**src/rtl/bcz_pkg.sv**
```systemverilog
// Shared types, constants and helpers for the bilinear center zoom block.
// Used by bcz_coord, bcz_blend and the top level; depends on nothing else.
`default_nettype none

package bcz_pkg;

  localparam int MAX_WIDTH  = 512;
  localparam int MAX_HEIGHT = 512;
  localparam int FRAC_BITS  = 10;

  localparam int COORD_W  = 9;
  localparam int PIX_W    = 8;
  localparam int DIM_W    = 10;
  localparam int ZOOM_W   = 15;
  localparam int CFG_W    = 15;
  localparam int CFG_IDX_W = 3;

  localparam int X_W    = $clog2(MAX_WIDTH);
  localparam int Y_W    = $clog2(MAX_HEIGHT);
  localparam int ADDR_W = $clog2(MAX_WIDTH * MAX_HEIGHT);
  localparam int DEPTH  = MAX_WIDTH * MAX_HEIGHT;

  localparam int DX_W   = ((COORD_W > X_W) ? COORD_W : X_W) + 2;
  localparam int DY_W   = ((COORD_W > Y_W) ? COORD_W : Y_W) + 2;
  localparam int PRODX_W = DX_W + ZOOM_W + 1;
  localparam int PRODY_W = DY_W + ZOOM_W + 1;

  localparam int WGT_W = 2 * FRAC_BITS + 1;
  localparam int ACC_W = 2 * FRAC_BITS + PIX_W;

  localparam int OUT_DEPTH = 4;
  localparam int PTR_W     = $clog2(OUT_DEPTH);
  localparam int CNT_W     = $clog2(OUT_DEPTH + 1);

  localparam logic CMD_STORE   = 1'b0;
  localparam logic CMD_COMPUTE = 1'b1;

  localparam logic [CFG_IDX_W-1:0] REG_IMAGE_WIDTH  = CFG_IDX_W'(0);
  localparam logic [CFG_IDX_W-1:0] REG_IMAGE_HEIGHT = CFG_IDX_W'(1);
  localparam logic [CFG_IDX_W-1:0] REG_INV_ZOOM_X   = CFG_IDX_W'(2);
  localparam logic [CFG_IDX_W-1:0] REG_INV_ZOOM_Y   = CFG_IDX_W'(3);

  localparam logic [1:0] PHASE_TL = 2'd0;
  localparam logic [1:0] PHASE_TR = 2'd1;
  localparam logic [1:0] PHASE_BL = 2'd2;
  localparam logic [1:0] PHASE_BR = 2'd3;

  typedef struct packed {
    logic               cmd;
    logic [COORD_W-1:0] col;
    logic [COORD_W-1:0] row;
    logic [PIX_W-1:0]   pixel_in;
  } req_t;

  typedef struct packed {
    logic [COORD_W-1:0] out_col;
    logic [COORD_W-1:0] out_row;
    logic [PIX_W-1:0]   pixel_out;
  } rsp_t;

  typedef struct packed {
    logic [DIM_W-1:0]  image_width;
    logic [DIM_W-1:0]  image_height;
    logic [ZOOM_W-1:0] inv_zoom_x;
    logic [ZOOM_W-1:0] inv_zoom_y;
  } cfg_t;

  typedef struct packed {
    logic                 cmd;
    logic                 in_bounds;
    logic [X_W-1:0]       x0;
    logic [X_W-1:0]       x1;
    logic [Y_W-1:0]       y0;
    logic [Y_W-1:0]       y1;
    logic [FRAC_BITS-1:0] p;
    logic [FRAC_BITS-1:0] q;
    logic [COORD_W-1:0]   col;
    logic [COORD_W-1:0]   row;
    logic [PIX_W-1:0]     pixel_in;
  } job_t;

  typedef struct packed {
    logic               valid;
    logic               first;
    logic               last;
    logic               zero;
    logic [WGT_W-1:0]   weight;
    logic [COORD_W-1:0] col;
    logic [COORD_W-1:0] row;
  } beat_t;

  function automatic logic [ADDR_W-1:0] mem_addr(input logic [ADDR_W-1:0] x,
                                                 input logic [ADDR_W-1:0] y);
    return ADDR_W'(y * ADDR_W'(MAX_WIDTH) + x);
  endfunction

endpackage

`default_nettype wire

```
**src/rtl/bcz_coord.sv**
```systemverilog
// Input register, centered coordinate multiply and floor/fraction split.
// Depends on bcz_pkg; feeds the read sequencer in the top level.
`default_nettype none

module bcz_coord (
  input  wire logic          clk,
  input  wire logic          rst,
  input  wire bcz_pkg::cfg_t cfg,
  input  wire logic          req_valid,
  output logic               req_ready,
  input  wire bcz_pkg::req_t req,
  output logic               job_valid,
  input  wire logic          job_ready,
  output bcz_pkg::job_t      job
);

  localparam int FX_W = bcz_pkg::PRODX_W - bcz_pkg::FRAC_BITS;
  localparam int FY_W = bcz_pkg::PRODY_W - bcz_pkg::FRAC_BITS;

  logic                 a_valid;
  bcz_pkg::req_t        a_req;
  logic                 b_valid;
  bcz_pkg::req_t        b_req;
  logic signed [bcz_pkg::PRODX_W-1:0] b_prod_x;
  logic signed [bcz_pkg::PRODY_W-1:0] b_prod_y;

  logic a_ready;
  logic b_ready;

  logic [bcz_pkg::X_W:0]   w_eff;
  logic [bcz_pkg::Y_W:0]   h_eff;
  logic [bcz_pkg::X_W-1:0] hx;
  logic [bcz_pkg::Y_W-1:0] hy;

  logic signed [bcz_pkg::DX_W-1:0]   dx;
  logic signed [bcz_pkg::DY_W-1:0]   dy;
  logic signed [bcz_pkg::ZOOM_W:0]   zx;
  logic signed [bcz_pkg::ZOOM_W:0]   zy;
  logic signed [bcz_pkg::PRODX_W-1:0] prod_x_next;
  logic signed [bcz_pkg::PRODY_W-1:0] prod_y_next;

  logic signed [FX_W-1:0] fx;
  logic signed [FY_W-1:0] fy;
  logic signed [FX_W-1:0] hxs;
  logic signed [FY_W-1:0] hys;
  logic signed [FX_W-1:0] x0_sum;
  logic signed [FY_W-1:0] y0_sum;
  logic [bcz_pkg::X_W:0]   xl_w;
  logic [bcz_pkg::Y_W:0]   yl_w;
  logic [bcz_pkg::X_W-1:0] x0;
  logic [bcz_pkg::Y_W-1:0] y0;

  assign a_ready   = !a_valid || b_ready;
  assign b_ready   = !b_valid || job_ready;
  assign req_ready = a_ready;

  always_comb begin
    w_eff = (int'(cfg.image_width) > bcz_pkg::MAX_WIDTH) ?
            (bcz_pkg::X_W + 1)'(bcz_pkg::MAX_WIDTH) : (bcz_pkg::X_W + 1)'(cfg.image_width);
    h_eff = (int'(cfg.image_height) > bcz_pkg::MAX_HEIGHT) ?
            (bcz_pkg::Y_W + 1)'(bcz_pkg::MAX_HEIGHT) : (bcz_pkg::Y_W + 1)'(cfg.image_height);
    hx = w_eff[bcz_pkg::X_W:1];
    hy = h_eff[bcz_pkg::Y_W:1];
  end

  always_comb begin
    dx = signed'(bcz_pkg::DX_W'(a_req.col)) - signed'(bcz_pkg::DX_W'(hx));
    dy = signed'(bcz_pkg::DY_W'(a_req.row)) - signed'(bcz_pkg::DY_W'(hy));
    zx = signed'({1'b0, cfg.inv_zoom_x});
    zy = signed'({1'b0, cfg.inv_zoom_y});
    prod_x_next = dx * zx;
    prod_y_next = dy * zy;
  end

  always_ff @(posedge clk) begin
    if (rst) begin
      a_valid <= 1'b0;
      b_valid <= 1'b0;
    end else begin
      if (a_ready) begin
        a_valid <= req_valid;
      end
      if (b_ready) begin
        b_valid <= a_valid;
      end
    end
  end

  always_ff @(posedge clk) begin
    if (a_ready && req_valid) begin
      a_req <= req;
    end
    if (b_ready && a_valid) begin
      b_req    <= a_req;
      b_prod_x <= prod_x_next;
      b_prod_y <= prod_y_next;
    end
  end

  always_comb begin
    fx     = b_prod_x[bcz_pkg::PRODX_W-1:bcz_pkg::FRAC_BITS];
    fy     = b_prod_y[bcz_pkg::PRODY_W-1:bcz_pkg::FRAC_BITS];
    hxs    = signed'(FX_W'(hx));
    hys    = signed'(FY_W'(hy));
    x0_sum = fx + hxs;
    y0_sum = fy + hys;
    x0     = x0_sum[bcz_pkg::X_W-1:0];
    y0     = y0_sum[bcz_pkg::Y_W-1:0];
    xl_w   = {hx, 1'b0} - 1'b1;
    yl_w   = {hy, 1'b0} - 1'b1;

    job.cmd       = b_req.cmd;
    job.in_bounds = (fx >= -hxs) && (fx < hxs) && (fy >= -hys) && (fy < hys);
    job.x0        = x0;
    job.y0        = y0;
    job.x1        = (x0 == xl_w[bcz_pkg::X_W-1:0]) ? x0 : bcz_pkg::X_W'(x0 + 1'b1);
    job.y1        = (y0 == yl_w[bcz_pkg::Y_W-1:0]) ? y0 : bcz_pkg::Y_W'(y0 + 1'b1);
    job.p         = b_prod_x[bcz_pkg::FRAC_BITS-1:0];
    job.q         = b_prod_y[bcz_pkg::FRAC_BITS-1:0];
    job.col       = b_req.col;
    job.row       = b_req.row;
    job.pixel_in  = b_req.pixel_in;
    job_valid     = b_valid;
  end

endmodule

`default_nettype wire

```
**config.mk**
```make
export PLATFORM = sky130hd
export DESIGN_NAME = bcz_coord
export DESIGN_NICKNAME = d
export VERILOG_FILES = /design/src/rtl/bcz_pkg.sv /design/src/rtl/bcz_coord.sv
export SDC_FILE = /design/constraint.sdc
export NUM_CORES = 1
export LEC_CHECK = 0
export BUFFER_PORTS_ARGS = -buffer_cell sky130_fd_sc_hd__buf_2
export CAP_MARGIN = 20
export CORE_MARGIN = 10
export CORE_UTILIZATION = 63
export DETAILED_ROUTE_END_ITERATION = 10
export PLACE_DENSITY = 0.84
export SLEW_MARGIN = 20
export SYNTH_ARGS = -nofsm -noshare
export SYNTH_HDL_FRONTEND = slang
export SYNTH_SLANG_ARGS = --single-unit
```
**constraint.sdc**
```tcl
create_clock -name clk -period 12 [get_ports clk]
set_input_delay 2.4 -clock clk [delete_from_list [all_inputs] [get_ports clk]]
set_output_delay 2.4 -clock clk [all_outputs]
set_load 0.01 [all_outputs]
```
==> out/metrics.yaml, run 1 <==
status:
  status: "completed"
place:
  post-dp-hpwl_um: 34330
  io_buffer_count: 164
  gp_congestion: 0.9463
worst_hold_path:
  hp-class: "flip-flop to flip-flop"
  hold_depth: 0
sta:
  skew_ps: 13.38
  fin_crit_sh_pct: 87.13
  relSlewSlack_pct: 31.13
  finalSetupTns_ps: 0
  fin_crit_ps: 10460
  rsz0062_at_grt: "false"
  finalMaxSlewViolations: 0
  hold_viol: 0
  clock.fmax_mhz: 95.64
  finalSetupViolCount: 0
  worstMarginPinSlew_ps: 1033
synth:
  yosysWarnings: 0
  yosys-top-cells-count: "inv_1, ha_1, fa_1"
  synth.most_common_cell: "inv_1"
  yosysSeqAreaShare_pct: 17.62
  synth_nets: 2512
  ys.flop_type: "edfxtp_1"
  syn_inst: 1976
  synth_area_leader_cell: "fa_1"
  synth_area_um2: 18290
  synth_top_area_share_pct: 22.99
  synth_edf_count: 106
  ys_top_cells_by_area: "fa_1, edfxtp_1, ha_1"
  synth.ff_latch_count: 108
  syn_avg_cell_area_um2: 9.256
  async_flop_share_pct: 0
  synth.distinct_cells: 78
finish:
  nNetsFinal: 2609
  drive_gt1_share_pct: 11.65
  multiInputGateArea_um2: 13330
  area_growth_syn_to_layout_pct: 7.046
  ff_latch_area_um2: 3223
  nFillCells: 2168
route:
  drc_errors: 0
  avgViaCountPerCell: 5.757
  dr.pass1.iters: 6
  drt_iter0_markers: 864
  routed_wl_um: 42690
  drtAntennaViolNets: 0
  vias: 14180
  avgRoutedWirePerCell_um: 17.33
global_route:
  grt.total_usage_pct: 24.00
  grt_antenna_before_repair: 1
  grt_max_degree: 80
  grt_pass1_wl_um: 72360
  grt_pass1_vias: 15140
  overflow: 0
clocking:
  cts_root_buffer: "clkbuf_16"
  cts_hold_buf: 0
  clk_pin_slew_ps: 90
  clk_latency_ps: 370
  htree_levels: 3
  cts_made_buffers: 9
  cts.path.max_buffers: 2
  tritoncts: "built"
  cts-resized-gates: 0
  cts.sinks: 108
  post-cts-setup-buffers: 0
flow_run:
  maxCapViolations: 0
critical_path:
  worstSetupStartpointType: "input pin"
  criticalPathCategory: "input pin to flip-flop"
  max_stage_delay_ps: 800
  critPathCaptureType: "flip-flop"
  cpMaxStageDelayCell: "xor2_1"
  worstRegToRegCells: 25
  crit_arrival_ps: 10580
  crit_fanout: 15
  path_common_cell: "fa_1"
  required_ps: 12130
floorplanning:
  die_x_um: 190.4
  coreArea_um2: 28700
  initial_utilization_pct: 63.72
  dieArea_um2: 36250
  rows: 62
  io_pins: 167
  die_h_um: 190.4
[layout by cell type, fill, tap and decap left out, types with 5 or more instances in the layout]
cell	Yosys	routed
a2111oi_0	5	5
a211oi_1	9	9
a21boi_0	6	6
a21o_1	29	29
a21oi_1	54	54
a31oi_1	8	8
and2_1	76	75
and3_1	22	22
buf_2	3	164
buf_4	22	15
clkbuf_16	0	9
edfxtp_1	106	106
fa_1	210	210
ha_1	245	245
inv_1	346	346
mux2_2	14	14
mux2i_1	21	21
nand2_1	184	184
nand2b_1	76	76
nand3_1	24	24
nand4_1	13	13
nor2_1	58	58
nor2b_1	59	58
nor3_1	50	50
nor4_1	10	10
o211ai_1	9	9
o21a_1	12	12
o21ai_0	54	53
o21bai_1	5	5
or2_2	7	7
or3_1	20	20
xnor2_1	61	61
xor2_1	26	26
[critical path: cells and delay by family]
kind                     cells  cell delay [ps]
AO/OA/AOI/OAI                9             2090
XOR/XNOR                     2              880
adder cells (fa/ha/maj)      8             3590
buffers and inverters        6              780
AND/OR/NAND/NOR              5              850
[state kept, by name, indices dropped and copies added (netlist names)]
| register | cells |
|---|---|
| a_req | 27 |
| a_valid | 1 |
| b_prod_x | 26 |
| b_prod_y | 26 |
| job | 27 |
| job_valid | 1 |
[path summary, 6_finish.rpt]
check	end	startpoint	slack, ps
max	b_prod_y[25]	cfg[39]	1540
min	job[5]	a_req[5]	420
max reg2reg	b_prod_y[25]	a_req[9]	3910
min reg2reg	job[5]	a_req[5]	420
[routing by layer]
| layer | global-route usage [%] | part of all wire (%) |
|---|---|---|
| met1 | 29.73 | 41 |
| met2 | 42.95 | 50 |
| met3 | 3.365 | 6.6 |
| met4 | 6.148 | 1.8 |
| met5 | 0 | 0 |
[cell type report]
| class | count | area share, % |
|---|---|---|
| multi-input cells | 1429 | 68.07 |
| inverters | 346 | 6.633 |
| flip-flops and latches | 108 | 16.46 |
| clock inverters | 7 | 0.4537 |
| repair buffers | 179 | 4.767 |
| well taps | 384 | 2.454 |
| clock buffers | 9 | 1.150 |
| diodes | 1 | 0.01278 |
[logic make-up (layout without fill, tap and decap cells)]
family / count (synthesis) / count (layout) / synth area share, %
AOI/OAI and AO/OA: 230 / 230 / 8.619
xor gates and xnor gates: 91 / 91 / 4.686
adders and majority gates: 455 / 455 / 39.75
buffers and inverters: 439 / 541 / 9.564
DFF: 108 / 108 / 17.62
muxes: 36 / 36 / 2.093
other: 0 / 1 / 0
and+or+nand+nor: 617 / 617 / 17.67
[per-stage QoR]
step | cell area [um^2] | setup slack [ps] | util, % | hold WS [ps] | std cells
4_1_cts | 19580 | 1699 | 68.20 | 424.6 | 2462
3_3_place_gp | 19260 | 1474 | 67.11 | 401.9 | 2446
6_report | 19580 | 1544 | 68.21 | 422.5 | 2463
3_5_place_dp | 19260 | 1324 | 67.11 | 404.5 | 2446
2_1_floorplan | 18290 | 2054 | - | 400.3 | 1976
5_1_grt | 19580 | 1050 | 68.21 | 440.9 | 2463
Power of run 1 is left out: the tool's default activity adds up to more than one toggle a clock period on the data nets, which glitch-free logic cannot reach.
==> run 2, diff against run 1 <==
--- a/config.mk
+++ b/config.mk
@@ -10,7 +10,7 @@
 export CORE_MARGIN = 10
 export CORE_UTILIZATION = 63
 export DETAILED_ROUTE_END_ITERATION = 10
-export PLACE_DENSITY = 0.84
+export PLACE_DENSITY = 0.91
 export SLEW_MARGIN = 20
 export SYNTH_ARGS = -nofsm -noshare
 export SYNTH_HDL_FRONTEND = slang
==> run 2 against run 1 <==
  * Fmax shrank 0.96%
  * Cell area about the same
  * Count of clock-buffer cells in the layout did not move
  * Critical path type unchanged
  * Highest routed layer unchanged
==> out/metrics.yaml, run 2 (synthesis results as in run 1) <==
status:
  status: "completed"
route:
  dr.pass1.iters: 6  # unchanged
  vias: 14500  # +2.2%
  drt_iter0_markers: 1038  # +20%
  avgViaCountPerCell: 5.886  # +2.2%
  drtAntennaViolNets: 0  # unchanged
  routed_wl_um: 44920  # +5.2%
  drc_errors: 0  # unchanged
  avgRoutedWirePerCell_um: 18.24  # +5.2%
flow_run:
  maxCapViolations: 0  # unchanged
clocking:
  tritoncts: "built"
  cts_root_buffer: "clkbuf_16"
  cts-resized-gates: 0  # unchanged
  cts.path.max_buffers: 2  # unchanged
  post-cts-setup-buffers: 0  # unchanged
  clk_latency_ps: 370  # about the same
  htree_levels: 3  # unchanged
  cts.sinks: 108  # unchanged
  cts_made_buffers: 9  # unchanged
  clk_pin_slew_ps: 70  # -20 ps
  cts_hold_buf: 0  # unchanged
sta:
  finalSetupTns_ps: 0  # unchanged
  skew_ps: 17.85  # +4.469 ps
  clock.fmax_mhz: 94.72  # -0.96%
  fin_crit_sh_pct: 87.98  # +0.84 points
  finalSetupViolCount: 0  # unchanged
  fin_crit_ps: 10560  # +101.4 ps
  rsz0062_at_grt: "false"
  worstMarginPinSlew_ps: 1082  # +49.07 ps
  hold_viol: 0  # unchanged
  relSlewSlack_pct: 27.86  # -3.3 points
  finalMaxSlewViolations: 0  # unchanged
critical_path:
  cpMaxStageDelayCell: "or3_1"
  max_stage_delay_ps: 620  # -180 ps
  worstSetupStartpointType: "input pin"
  crit_fanout: 15  # unchanged
  critPathCaptureType: "flip-flop"
  criticalPathCategory: "input pin to flip-flop"
  required_ps: 12110  # -20 ps
  crit_arrival_ps: 10670  # +90 ps
global_route:
  overflow: 0  # unchanged
  grt.total_usage_pct: 24.72  # +0.72 points
  grt_antenna_before_repair: 3  # +2
  grt_pass1_vias: 15460  # +2.1%
  grt_pass1_wl_um: 73840  # +2.0%
  grt_max_degree: 80  # unchanged
finish:
  final_common_cell: "inv_1"
  area_growth_syn_to_layout_pct: 6.998  # about the same
  layout_common_cells: "inv_1, ha_1, fa_1"
  drive_gt1_share_pct: 11.62  # -0.026 points
  nNetsFinal: 2606  # -0.11%
floorplanning:
  initial_utilization_pct: 63.72  # unchanged
  rows: 62  # unchanged
  io_pins: 167  # unchanged
  dieArea_um2: 36250  # unchanged
  die_x_um: 190.4  # unchanged
  coreArea_um2: 28700  # unchanged
  die_h_um: 190.4  # unchanged
place:
  io_buffer_count: 164  # unchanged
  post-dp-hpwl_um: 35760  # +4.2%
  gp_congestion: 0.9320  # -1.5%
worst_hold_path:
  hp-class: "flip-flop to flip-flop"
-- run 2: cell types whose count changed in the layout (fill, tap and decap cells not counted), moves of 2 or more --
cell	before	now
buf_4	15	12
diode_2	1	5
nor2_1	58	56
nor2_2	0	2
-- run 2: worst paths after layout --
| kind | startpoint | endpoint | slack, ps | depth (start not counted) |
|---|---|---|---|---|
| min reg2reg | a_req[0] | job[0] | 420 | 0 |
| min | a_req[0] | job[0] | 420 | 0 |
| max | cfg[49] | b_prod_x[24] | 1440 | 30 |
| max reg2reg | a_req[18] | b_prod_x[24] | 3820 | 27 |
-- run 2: layout make-up --
cell class	count	area, um^2
sequential	108	3223
fill	2053	9133
antenna	5	12.51
clock inverter	6	83.83
multi-input combinational	1429	13340
timing repair buffer	176	910.9
clock buffer	9	225.2
inverter	346	1299
tap	384	480.5
-- run 2: stage by stage --
stage / area [um^2] / hold WS [ps] / std cells / setup slack [ps] / utilization, %
2_1_floorplan: 18290 / 400.3 / 1976 / 2054 / -
3_3_place_gp: 19240 / 402.4 / 2443 / 1587 / 67.03
3_5_place_dp: 19240 / 407.2 / 2443 / 1126 / 67.03
4_1_cts: 19550 / 425.8 / 2458 / 1460 / 68.11
5_1_grt: 19570 / 429.1 / 2461 / 1107 / 68.16
6_report: 19570 / 423.3 / 2463 / 1443 / 68.18
-- run 2: layer usage --
layer | track usage, % | wire length (um) | vias to the layer above
met5 | 0 | 0 | -
met4 | 9.600 | 1614 | 0
met3 | 3.895 | 3381 | 139
met2 | 43.91 | 22690 | 664
met1 | 29.38 | 17240 | 7090
li1 | - | - | 6604
-- run 2: critical path: cells and delay by family --
kind,cells,cell delay (ps)
fa+ha+maj,7,3290
compound gates,11,2650
buf+inv,6,700
simple gates,6,1620
Power of run 2 is left out for the same reason.
