[src/rtl/bcz_pkg.sv]
// Shared types, constants and helpers for the bilinear center zoom block.
// Used by bcz_coord, bcz_blend and the top level; depends on nothing else.
`default_nettype none

package bcz_pkg;

  localparam int MAX_WIDTH  = 512;
  localparam int MAX_HEIGHT = 512;
  localparam int FRAC_BITS  = 10;

  localparam int COORD_W  = 9;
  localparam int PIX_W    = 8;
  localparam int DIM_W    = 10;
  localparam int ZOOM_W   = 15;
  localparam int CFG_W    = 15;
  localparam int CFG_IDX_W = 3;

  localparam int X_W    = $clog2(MAX_WIDTH);
  localparam int Y_W    = $clog2(MAX_HEIGHT);
  localparam int ADDR_W = $clog2(MAX_WIDTH * MAX_HEIGHT);
  localparam int DEPTH  = MAX_WIDTH * MAX_HEIGHT;

  localparam int DX_W   = ((COORD_W > X_W) ? COORD_W : X_W) + 2;
  localparam int DY_W   = ((COORD_W > Y_W) ? COORD_W : Y_W) + 2;
  localparam int PRODX_W = DX_W + ZOOM_W + 1;
  localparam int PRODY_W = DY_W + ZOOM_W + 1;

  localparam int WGT_W = 2 * FRAC_BITS + 1;
  localparam int ACC_W = 2 * FRAC_BITS + PIX_W;

  localparam int OUT_DEPTH = 4;
  localparam int PTR_W     = $clog2(OUT_DEPTH);
  localparam int CNT_W     = $clog2(OUT_DEPTH + 1);

  localparam logic CMD_STORE   = 1'b0;
  localparam logic CMD_COMPUTE = 1'b1;

  localparam logic [CFG_IDX_W-1:0] REG_IMAGE_WIDTH  = CFG_IDX_W'(0);
  localparam logic [CFG_IDX_W-1:0] REG_IMAGE_HEIGHT = CFG_IDX_W'(1);
  localparam logic [CFG_IDX_W-1:0] REG_INV_ZOOM_X   = CFG_IDX_W'(2);
  localparam logic [CFG_IDX_W-1:0] REG_INV_ZOOM_Y   = CFG_IDX_W'(3);

  localparam logic [1:0] PHASE_TL = 2'd0;
  localparam logic [1:0] PHASE_TR = 2'd1;
  localparam logic [1:0] PHASE_BL = 2'd2;
  localparam logic [1:0] PHASE_BR = 2'd3;

  typedef struct packed {
    logic               cmd;
    logic [COORD_W-1:0] col;
    logic [COORD_W-1:0] row;
    logic [PIX_W-1:0]   pixel_in;
  } req_t;

  typedef struct packed {
    logic [COORD_W-1:0] out_col;
    logic [COORD_W-1:0] out_row;
    logic [PIX_W-1:0]   pixel_out;
  } rsp_t;

  typedef struct packed {
    logic [DIM_W-1:0]  image_width;
    logic [DIM_W-1:0]  image_height;
    logic [ZOOM_W-1:0] inv_zoom_x;
    logic [ZOOM_W-1:0] inv_zoom_y;
  } cfg_t;

  typedef struct packed {
    logic                 cmd;
    logic                 in_bounds;
    logic [X_W-1:0]       x0;
    logic [X_W-1:0]       x1;
    logic [Y_W-1:0]       y0;
    logic [Y_W-1:0]       y1;
    logic [FRAC_BITS-1:0] p;
    logic [FRAC_BITS-1:0] q;
    logic [COORD_W-1:0]   col;
    logic [COORD_W-1:0]   row;
    logic [PIX_W-1:0]     pixel_in;
  } job_t;

  typedef struct packed {
    logic               valid;
    logic               first;
    logic               last;
    logic               zero;
    logic [WGT_W-1:0]   weight;
    logic [COORD_W-1:0] col;
    logic [COORD_W-1:0] row;
  } beat_t;

  function automatic logic [ADDR_W-1:0] mem_addr(input logic [ADDR_W-1:0] x,
                                                 input logic [ADDR_W-1:0] y);
    return ADDR_W'(y * ADDR_W'(MAX_WIDTH) + x);
  endfunction

endpackage

`default_nettype wire

[src/rtl/bcz_blend.sv]
// Weighted accumulation of the four neighbor reads and the result queue.
// Depends on bcz_pkg; takes read beats from the top-level sequencer.
`default_nettype none

module bcz_blend (
  input  wire logic                        clk,
  input  wire logic                        rst,
  input  wire bcz_pkg::beat_t              beat,
  input  wire logic [bcz_pkg::PIX_W-1:0]   rdata,
  output logic                             rsp_valid,
  input  wire logic                        rsp_ready,
  output bcz_pkg::rsp_t                    rsp
);

  bcz_pkg::beat_t                    beat_q;
  logic [bcz_pkg::ACC_W-1:0]         acc;
  logic [bcz_pkg::ACC_W-1:0]         acc_next;
  logic [bcz_pkg::WGT_W+bcz_pkg::PIX_W-1:0] term;
  bcz_pkg::rsp_t                     fifo [bcz_pkg::OUT_DEPTH];
  bcz_pkg::rsp_t                     result;
  logic [bcz_pkg::PTR_W-1:0]         head;
  logic [bcz_pkg::PTR_W-1:0]         tail;
  logic [bcz_pkg::CNT_W-1:0]         count;
  logic                              push;
  logic                              pop;

  always_comb begin
    term     = beat_q.weight * rdata;
    acc_next = (beat_q.first ? '0 : acc) + bcz_pkg::ACC_W'(term);
    result.out_col   = beat_q.col;
    result.out_row   = beat_q.row;
    result.pixel_out = beat_q.zero ? '0 :
                       acc_next[bcz_pkg::ACC_W-1 -: bcz_pkg::PIX_W];
    push      = beat_q.valid && beat_q.last;
    rsp_valid = (count != '0);
    pop       = rsp_valid && rsp_ready;
    rsp       = fifo[head];
  end

  always_ff @(posedge clk) begin
    if (rst) begin
      beat_q <= '0;
      head   <= '0;
      tail   <= '0;
      count  <= '0;
    end else begin
      beat_q <= beat;
      if (push) begin
        tail <= tail + 1'b1;
      end
      if (pop) begin
        head <= head + 1'b1;
      end
      count <= count + bcz_pkg::CNT_W'(push) - bcz_pkg::CNT_W'(pop);
    end
  end

  always_ff @(posedge clk) begin
    if (beat_q.valid && !beat_q.zero) begin
      acc <= acc_next;
    end
    if (push) begin
      fifo[tail] <= result;
    end
  end

  a_no_overflow: assert property (@(posedge clk) disable iff (rst)
    push |-> (count != bcz_pkg::CNT_W'(bcz_pkg::OUT_DEPTH)) || pop)
    else $error("result queue overflow");

  a_count_bound: assert property (@(posedge clk) disable iff (rst)
    count <= bcz_pkg::CNT_W'(bcz_pkg::OUT_DEPTH))
    else $error("result queue count out of range");

endmodule

`default_nettype wire

[config.mk]
export PLATFORM = sky130hd
export DESIGN_NAME = bcz_blend
export DESIGN_NICKNAME = d
export VERILOG_FILES = /design/src/rtl/bcz_pkg.sv /design/src/rtl/bcz_blend.sv
export SDC_FILE = /design/constraint.sdc
export NUM_CORES = 1
export LEC_CHECK = 0
export BUFFER_PORTS_ARGS = -buffer_cell sky130_fd_sc_hd__buf_4
export CAP_MARGIN = 20
export CORE_MARGIN = 2
export CORE_UTILIZATION = 50
export CTS_CLUSTER_SIZE = 8
export DETAILED_ROUTE_END_ITERATION = 8
export HOLD_SLACK_MARGIN = 0.1
export PLACE_DENSITY = 0.71
export RECOVER_POWER = 50
export SYNTH_ARGS = -nofsm -noshare
export SYNTH_HDL_FRONTEND = slang
export SYNTH_SLANG_ARGS = --single-unit
[constraint.sdc]
create_clock -name clk -period 14 [get_ports clk]
set_input_delay 1.4 -clock clk [delete_from_list [all_inputs] [get_ports clk]]
set_output_delay 1.4 -clock clk [all_outputs]
set_load 0.01 [all_outputs]
==> results of run 1 <==
[power by group through the flow]
| stage | clock [mW] | combinational, mW | sequential, mW |
|---|---|---|---|
| after floorplan | 0 | 1.13 | 0.763 |
| after global placement | 0 | 1.43 | 0.794 |
| after detailed placement | 0 | 1.45 | 0.797 |
| after CTS | 0.523 | 1.46 | 0.784 |
| after global routing | 0.541 | 1.66 | 0.792 |
| final | 0.511 | 1.46 | 0.782 |
[layer usage]
| layer | vias up | wire [um] |
|---|---|---|
| met2 | 203 | 12500 |
| li1 | 3574 | - |
| met3 | 29 | 1230 |
| met5 | - | 0 |
| met4 | 0 | 378 |
| met1 | 3849 | 10800 |
[cells by family (layout without fill, tap and decap cells)]
group | count (synthesis) | count (layout) | synth area share, %
multiplexers | 31 | 31 | 5.13
adder cells (fa/ha/maj) | 192 | 192 | 27.6
buffers and inverters | 224 | 311 | 6.75
AO/OA/AOI/OAI | 77 | 77 | 4.14
XOR/XNOR | 26 | 26 | 1.82
flip-flops | 184 | 184 | 40.0
AND/OR/NAND/NOR | 335 | 335 | 14.6
[layout make-up]
| type | count | area, um2 |
|---|---|---|
| Timing Repair Buffer | 87 | 638 |
| Inverter | 192 | 721 |
| Clock inverter | 15 | 220 |
| Sequential cell | 184 | 5010 |
| Clock buffer | 17 | 425 |
| Fill cell | 1997 | 10400 |
| Tap cell | 324 | 405 |
| Multi-Input combinational cell | 661 | 6670 |
[Yosys cell counts, drive strengths merged, types with 4 or more instances]
| cell type | instances | area, um2 |
|---|---|---|
| inv | 192 | 721 |
| fa | 141 | 2820 |
| edfxtp | 132 | 3960 |
| and2 | 110 | 688 |
| nand2 | 87 | 327 |
| nor2b | 57 | 357 |
| dfxtp | 52 | 1040 |
| ha | 51 | 638 |
| clkbuf | 28 | 105 |
| mux4 | 26 | 586 |
| a21oi | 25 | 125 |
| nand2b | 25 | 156 |
| nor2 | 25 | 96.4 |
| xnor2 | 21 | 184 |
| o21ai | 14 | 70.1 |
| nand3 | 9 | 45.0 |
| and3 | 7 | 50.1 |
| mux2 | 5 | 56.3 |
| o21a | 5 | 37.5 |
| xor2 | 5 | 43.8 |
| a21o | 4 | 30.0 |
| a31oi | 4 | 25.0 |
| buf | 4 | 18.8 |
| nor3 | 4 | 20.0 |
| o211ai | 4 | 30.0 |
[worst paths after layout]
check / startpoint / endpoint / slack [ps]
max: rdata[2] / fifo[2][6] / 7970
min: beat_q[6] / fifo[1][14] / 480
max reg2reg: beat_q[25] / fifo[2][6] / 8540
min reg2reg: beat_q[6] / fifo[1][14] / 480
[worst max-delay path: stages]
cell       delay (ps)
buf_4             230
nand2_1           120
fa_1              530
fa_1              560
inv_1              50
fa_1              480
inv_1              50
fa_1              480
inv_1              50
ha_1              320
or2_2             290
a31oi_1           400
a2111oi_4         110
nor4_1            490
o31a_1            250
mux2_1            380
[cells in the final DEF, fill, tap and decap left out, drive strengths merged, types with 5 or more instances in the layout]
cell      n
o21ai    14
xnor2    21
ha       51
edfxtp  132
nor2     25
buf      83
mux4     26
a21oi    25
clkbuf   21
dfxtp    52
fa      141
o21a      5
and2    110
nor2b    57
clkinv    6
xor2      5
and3      7
nand2b   25
nand3     9
mux2      5
nand2    87
inv     201
[through the flow]
| step | instances | total power, mW | util [%] | worst slack [ps] | hold slack (ps) |
|---|---|---|---|---|---|
| after global routing | 1480 | 2.99 | 57.6 | 7630 | 496 |
| after global placement | 1448 | 2.22 | 55.0 | 7620 | 454 |
| after detailed placement | 1448 | 2.25 | 55.0 | 7490 | 461 |
| after CTS | 1480 | 2.77 | 57.7 | 7960 | 483 |
| after floorplan | 1069 | 1.89 | - | 7990 | 438 |
| final | 1480 | 2.76 | 57.6 | 7970 | 480 |
[state kept, by name, summed over array words and instances, names as in the netlist, named ones only]
| register | cells |
|---|---|
| head | 2 |
| acc | 28 |
| count | 3 |
| fifo | 104 |
| beat_q | 43 |
| tail | 2 |
==> flow_summary_export.csv, run 1 <==
group,metric,value,unit
place,dp_hpwl,18000,um
timing,fmax,0.166,GHz
global_route,grt_pass1_vias,8234,
global_route,use_met2,34.8,%
power,powerDensity,196,mW/mm2
final_layout,drive_gt1_share,13.5,%
power,p_switching,1.14,mW
place,portBuffers,80,
die,io_pins,81,
clock_network,ctsResizeCount,0,
routing,drt-pass1-iter-count,5,
clock_network,post_cts_buffers,0,
outcome,status,"finished with violations",
power,p_leak,6.11,nW
routing,wirelength,24900,um
die,dieArea,0.0263,mm2
routing,drt_iter0_markers,499,
routing,routedWlPerCell,16.8,um
global_route,top_usage_layer,"met2",
final_layout,area_growth,12.5,%
die,fp.dieW,162,um
setup_path,worstSetupPathType,"input pin to register",
timing,slew_headroom,-21.2,%
yosys,synth-async-reset-ratio,0,%
setup_path,cp.arrival,6200,ps
global_route,use_met3,3.83,%
power,clock_power_share,18.5,%
clock_network,path_clk_slew,90,ps
die,fp-row-count,57,
place,placed_cell_area,0.0135,mm2
clock_network,cts-root-buf,"clkbuf_16",
routing,viasPerCell,5.17,
clock_network,cts.sinks,184,
timing,clock_skew,23.4,ps
power,p_sw_share,41.4,%
routing,vias,7655,
routing,drc,0,
min_path,hold_path.class,"register to register",
setup_path,cp-end-kind,"register",
global_route,use_met1,27.9,%
timing,drv_slew,110,
global_route,grt_use_total,20.6,%
timing,timing.final.crit_share,43.1,%
setup_path,path_max_fanout,21,
outcome,failed_checks,"max-capacitance violations, max-slew violations",
yosys,synth.avg_cell_area,11.7,um2
timing,fin_crit,6030,ps
die,fp.dieH,162,um
global_route,grt_max_degree,52,
timing,setup_viol,0,
yosys,synthFlopType,"edfxtp_1",
setup_path,worst-r2r-cell-count,15,
global_route,grt_pass1_wl,42100,um
yosys,yosysWarnings,0,
timing,tns,0,ps
place,place.gp.congestion,0.844,
min_path,hold_depth,0,
die,core-area,0.0245,mm2
yosys,synth.distinct_cells,52,
clock_network,clock_latency,440,ps
yosys,ys_seq_area_share,40.0,%
power,ir_drop,132,uV
timing,rsz0062_at_grt,"no",
yosys,synth-edff-count,132,
run,drv_cap,4,
timing,finalHoldViolations,0,
yosys,syn-num-nets,1315,
setup_path,worst_ep_required_time,14160,ps
clock_network,cts_htree_levels,4,
routing,ant_nets,0,
global_route,antenna_found_initial,0,
power,p_int,1.62,mW
final_layout,final_area,0.0141,mm2
final_layout,final_nets,1389,
final_layout,num_antenna_cells,0,
die,initial_core_util,51.2,%
clock_network,hold_buffers,0,
clock_network,numCtsBuffers,17,
power,sequentialPowerShare,28.4,%
setup_path,startpoint_type,"input pin",
global_route,overflow,0,
clock_network,tritoncts,"done",
power,p_comb_share,53.1,%
timing,tightest_slew,1820,ps
clock_network,clock_path_buffers,2,
yosys,synthesis.instances,1069,
yosys,syn_area,0.0125,mm2
yosys,ys_seq_elements,184,
Power figures use the tool's default switching activity.
==> run 2, diff against run 1 <==
Settings changed: ABC_AREA set to 1, PLACE_DENSITY 0.71 to 0.73.
Clock period 14 ns to 5 ns, I/O delays scaled along.
==> run 2 against run 1 <==
The flow still finishes with violations (max-capacitance violations, max-slew violations); design area increased by 4.7%; routed wire length grew 10%; global-route usage increased by 0.44 points; largest cell class unchanged; synthesized cell count grew 44%; register-to-register slack lost 8200 ps; via count up 23%; largest power group unchanged; clock power grew to 2.7 times the previous value; critical path depth rose by 4; die area rose by 6.0%; non-clock buffer count grew 3; power increased to 2.9 times the previous value; utilization down 0.98 points.
==> flow_summary_export.csv, run 2 <==
group,metric,value,unit
outcome,status,"finished with violations",
outcome,failed_checks,"max-capacitance violations, max-slew violations",
power,p_int,4.38,mW
place,dp_hpwl,20700,um
yosys,synth_common_cells,"inv_1 (431), nand2_1 (344), fa_1 (141), nor2_1 (137), edfxtp_1 (132)",
global_route,grt_use_total,21.1,%
final_layout,final_common_cell,"inv_1",
yosys,synth_top_cell_area_share,29.8,%
clock_network,tritoncts,"done",
final_layout,top_regs,"fifo: 104 flops, beat_q: 43 flops, acc: 28 flops",
routing,ant_nets,0,
place,placedCellCount,1903,
final_layout,fin_cells,1935,
yosys,synthesis.instances,1539,
clock_network,cts-root-buf,"clkbuf_16",
power,clock_power_share,17.0,%
routing,drt-pass1-iter-count,7,
power,powerDensity,551,mW/mm2
final_layout,num_antenna_cells,0,
die,fp-row-count,59,
yosys,ys_seq_elements,184,
timing,tightest_slew,2440,ps
clock_network,numCtsBuffers,17,
timing,fin_crit,4700,ps
routing,drt_iter0_markers,608,
clock_network,clock_path_buffers,2,
final_layout,top_register,"fifo",
timing,tns,0,ps
timing,setup_viol,0,
final_layout,nFillCells,2275,
final_layout,multi_input_area,0.00642,mm2
clock_network,cts_htree_levels,4,
place,portBuffers,80,
setup_path,startpoint_type,"register",
yosys,synth-edff-count,132,
run,drv_cap,5,
yosys,synth_compound_area_share,4.20,%
routing,routedWlPerCell,14.2,um
yosys,syn-num-nets,1785,
yosys,synth-async-reset-ratio,0,%
timing,slew_headroom,-62.6,%
min_path,hold_path.class,"input pin to register",
timing,finalHoldViolations,0,
setup_path,worst_ep_required_time,5160,ps
die,initial_core_util,51.0,%
global_route,grt_pass1_vias,9829,
yosys,synthFlopType,"edfxtp_1",
global_route,grt_pass1_wl,47200,um
yosys,yosysWarnings,0,
clock_network,path_clk_slew,80,ps
die,io_pins,81,
global_route,overflow,0,
power,p_comb_share,56.9,%
power,p_switching,3.75,mW
die,core-area,0.0261,mm2
timing,timing.final.crit_share,94.0,%
routing,wirelength,27400,um
power,ir_drop,323,uV
yosys,synthTopCellsByArea,"edfxtp_1 (30%), fa_1 (21%), inv_1 (12%)",
global_route,grt_max_degree,54,
timing,fmax,0.213,GHz
yosys,synthXorXnorAreaFrac,1.05,%
power,p_sw_share,46.1,%
final_layout,final_nets,1833,
place,place.gp.congestion,0.963,
final_layout,area_growth,11.0,%
yosys,synth.most_common_cell,"inv_1",
yosys,synth_largest_area_cell,"edfxtp_1",
setup_path,cp.arrival,4860,ps
die,dieArea,0.0279,mm2
timing,drv_slew,160,
routing,drc,0,
final_layout,largest_reg_flops,104,
setup_path,worstSetupPathType,"register to register",
yosys,synthMuxAreaShare,0,%
setup_path,path_max_fanout,18,
final_layout,ff_latch_area,0.00500,mm2
power,sequentialPowerShare,26.2,%
global_route,antenna_found_initial,0,
clock_network,cts.sinks,184,
yosys,synthAdderAreaFrac,26.0,%
clock_network,clock_latency,440,ps
final_layout,drive_gt1_share,9.69,%
yosys,ys_seq_area_share,37.7,%
die,fp.dieH,167,um
timing,rsz0062_at_grt,"no",
yosys,synthSimpleGateAreaFrac,16.8,%
yosys,synth_top_family_by_area,"adder cells",
routing,vias,9429,
yosys,synth.distinct_cells,33,
routing,viasPerCell,4.87,
clock_network,post_cts_buffers,0,
timing,clock_skew,22.0,ps
setup_path,cp-end-kind,"register",
power,p_leak,7.84,nW
final_layout,final_cell_mix,"inv_1 (431), nand2_1 (344), fa_1 (141)",
die,fp.dieW,167,um
yosys,syn_area,0.0133,mm2
yosys,synth.avg_cell_area,8.63,um2
-- run 2: cell count changes after synthesis, moves of 11 or more --
cell,change
nor2_1,+113
nand2_1,+257
o21ai_0,+39
nand2b_1,-25
clkbuf_2,+17
clkbuf_1,+14
o22ai_1,+25
and2_1,-107
inv_1,+239
mux4_2,-26
nor2b_1,-57
xnor2_1,-13
nand2_2,+14
nand3_1,+11
-- run 2: kinds of logic after synthesis --
group / Yosys count
flops: 184
compound gates: 102
buf+inv: 496
simple gates: 549
fa+ha+maj: 192
xor+xnor: 16
-- run 2: layer usage --
layer | share of wire, % | vias to the layer above | wire (um) | global-route usage [%]
li1 | - | 4611 | - | -
met1 | 45 | 4531 | 12300 | 28.9
met2 | 48 | 256 | 13200 | 35.4
met3 | 5.4 | 31 | 1490 | 2.80
met4 | 1.6 | 0 | 441 | 5.77
met5 | 0 | - | 0 | 0
-- run 2: metrics by stage --
stage / util [%] / hold WS (ps) / cell area (um2) / setup WS, ps / power, mW
2_1_floorplan: - / 438 / 13300 / 679 / 5.57
3_3_place_gp: 54.3 / 450 / 14100 / 242 / 6.68
3_5_place_dp: 54.3 / 458 / 14100 / 166 / 6.74
4_1_cts: 56.7 / 242 / 14800 / 122 / 8.17
5_1_grt: 56.6 / 255 / 14800 / 14.2 / 8.90
6_report: 56.6 / 254 / 14800 / 298 / 8.13
-- run 2: cell type report --
type                    instances  share of cell area (%)
inverters                     435                    11.1
clock inverters                15                    1.31
repair buffers                 90                    4.45
flip-flops and latches        184                    33.9
well taps                     335                    2.84
clock buffers                  17                    2.88
multi-input cells             859                    43.5
-- run 2: power by group through the flow --
stage                     clock network [mW]  registers, mW  logic [mW]
after detailed placement                   0           2.16        4.58
after floorplan                            0           2.12        3.45
after CTS                               1.40           2.13        4.64
after global routing                    1.46           2.14        5.30
after global placement                     0           2.16        4.52
final                                   1.38           2.13        4.62
-- run 2: path summary, 6_finish.rpt --
path                                 start          end  depth (start not counted)  slack [ps]
worst max-delay path            beat_q[41]   fifo[0][6]                         20         300
worst min-delay path              beat[42]   beat_q[42]                          3         250
worst min register to register  beat_q[10]  fifo[2][18]                          0         480
worst max register to register  beat_q[41]   fifo[0][6]                         20         300
-- run 2: timing repair --
item | CTS | global route
resized for setup | 0 | 4
hold buffers | 0 | 0
setup endpoints to repair | 0 | 19
-- run 2: worst max-delay path, cell delays in order, from the launching register on --
cell	delay, ps
dfxtp_1	350
inv_6	170
buf_4	170
nand2_1	90
fa_1	540
inv_1	50
fa_1	510
inv_1	60
fa_1	500
fa_1	530
inv_1	60
ha_1	350
nand2_1	120
nor2_1	220
nand2_1	80
nand2_1	210
nand2_1	110
nand3_1	100
nand2_1	50
nand2_1	90
nor2_1	80
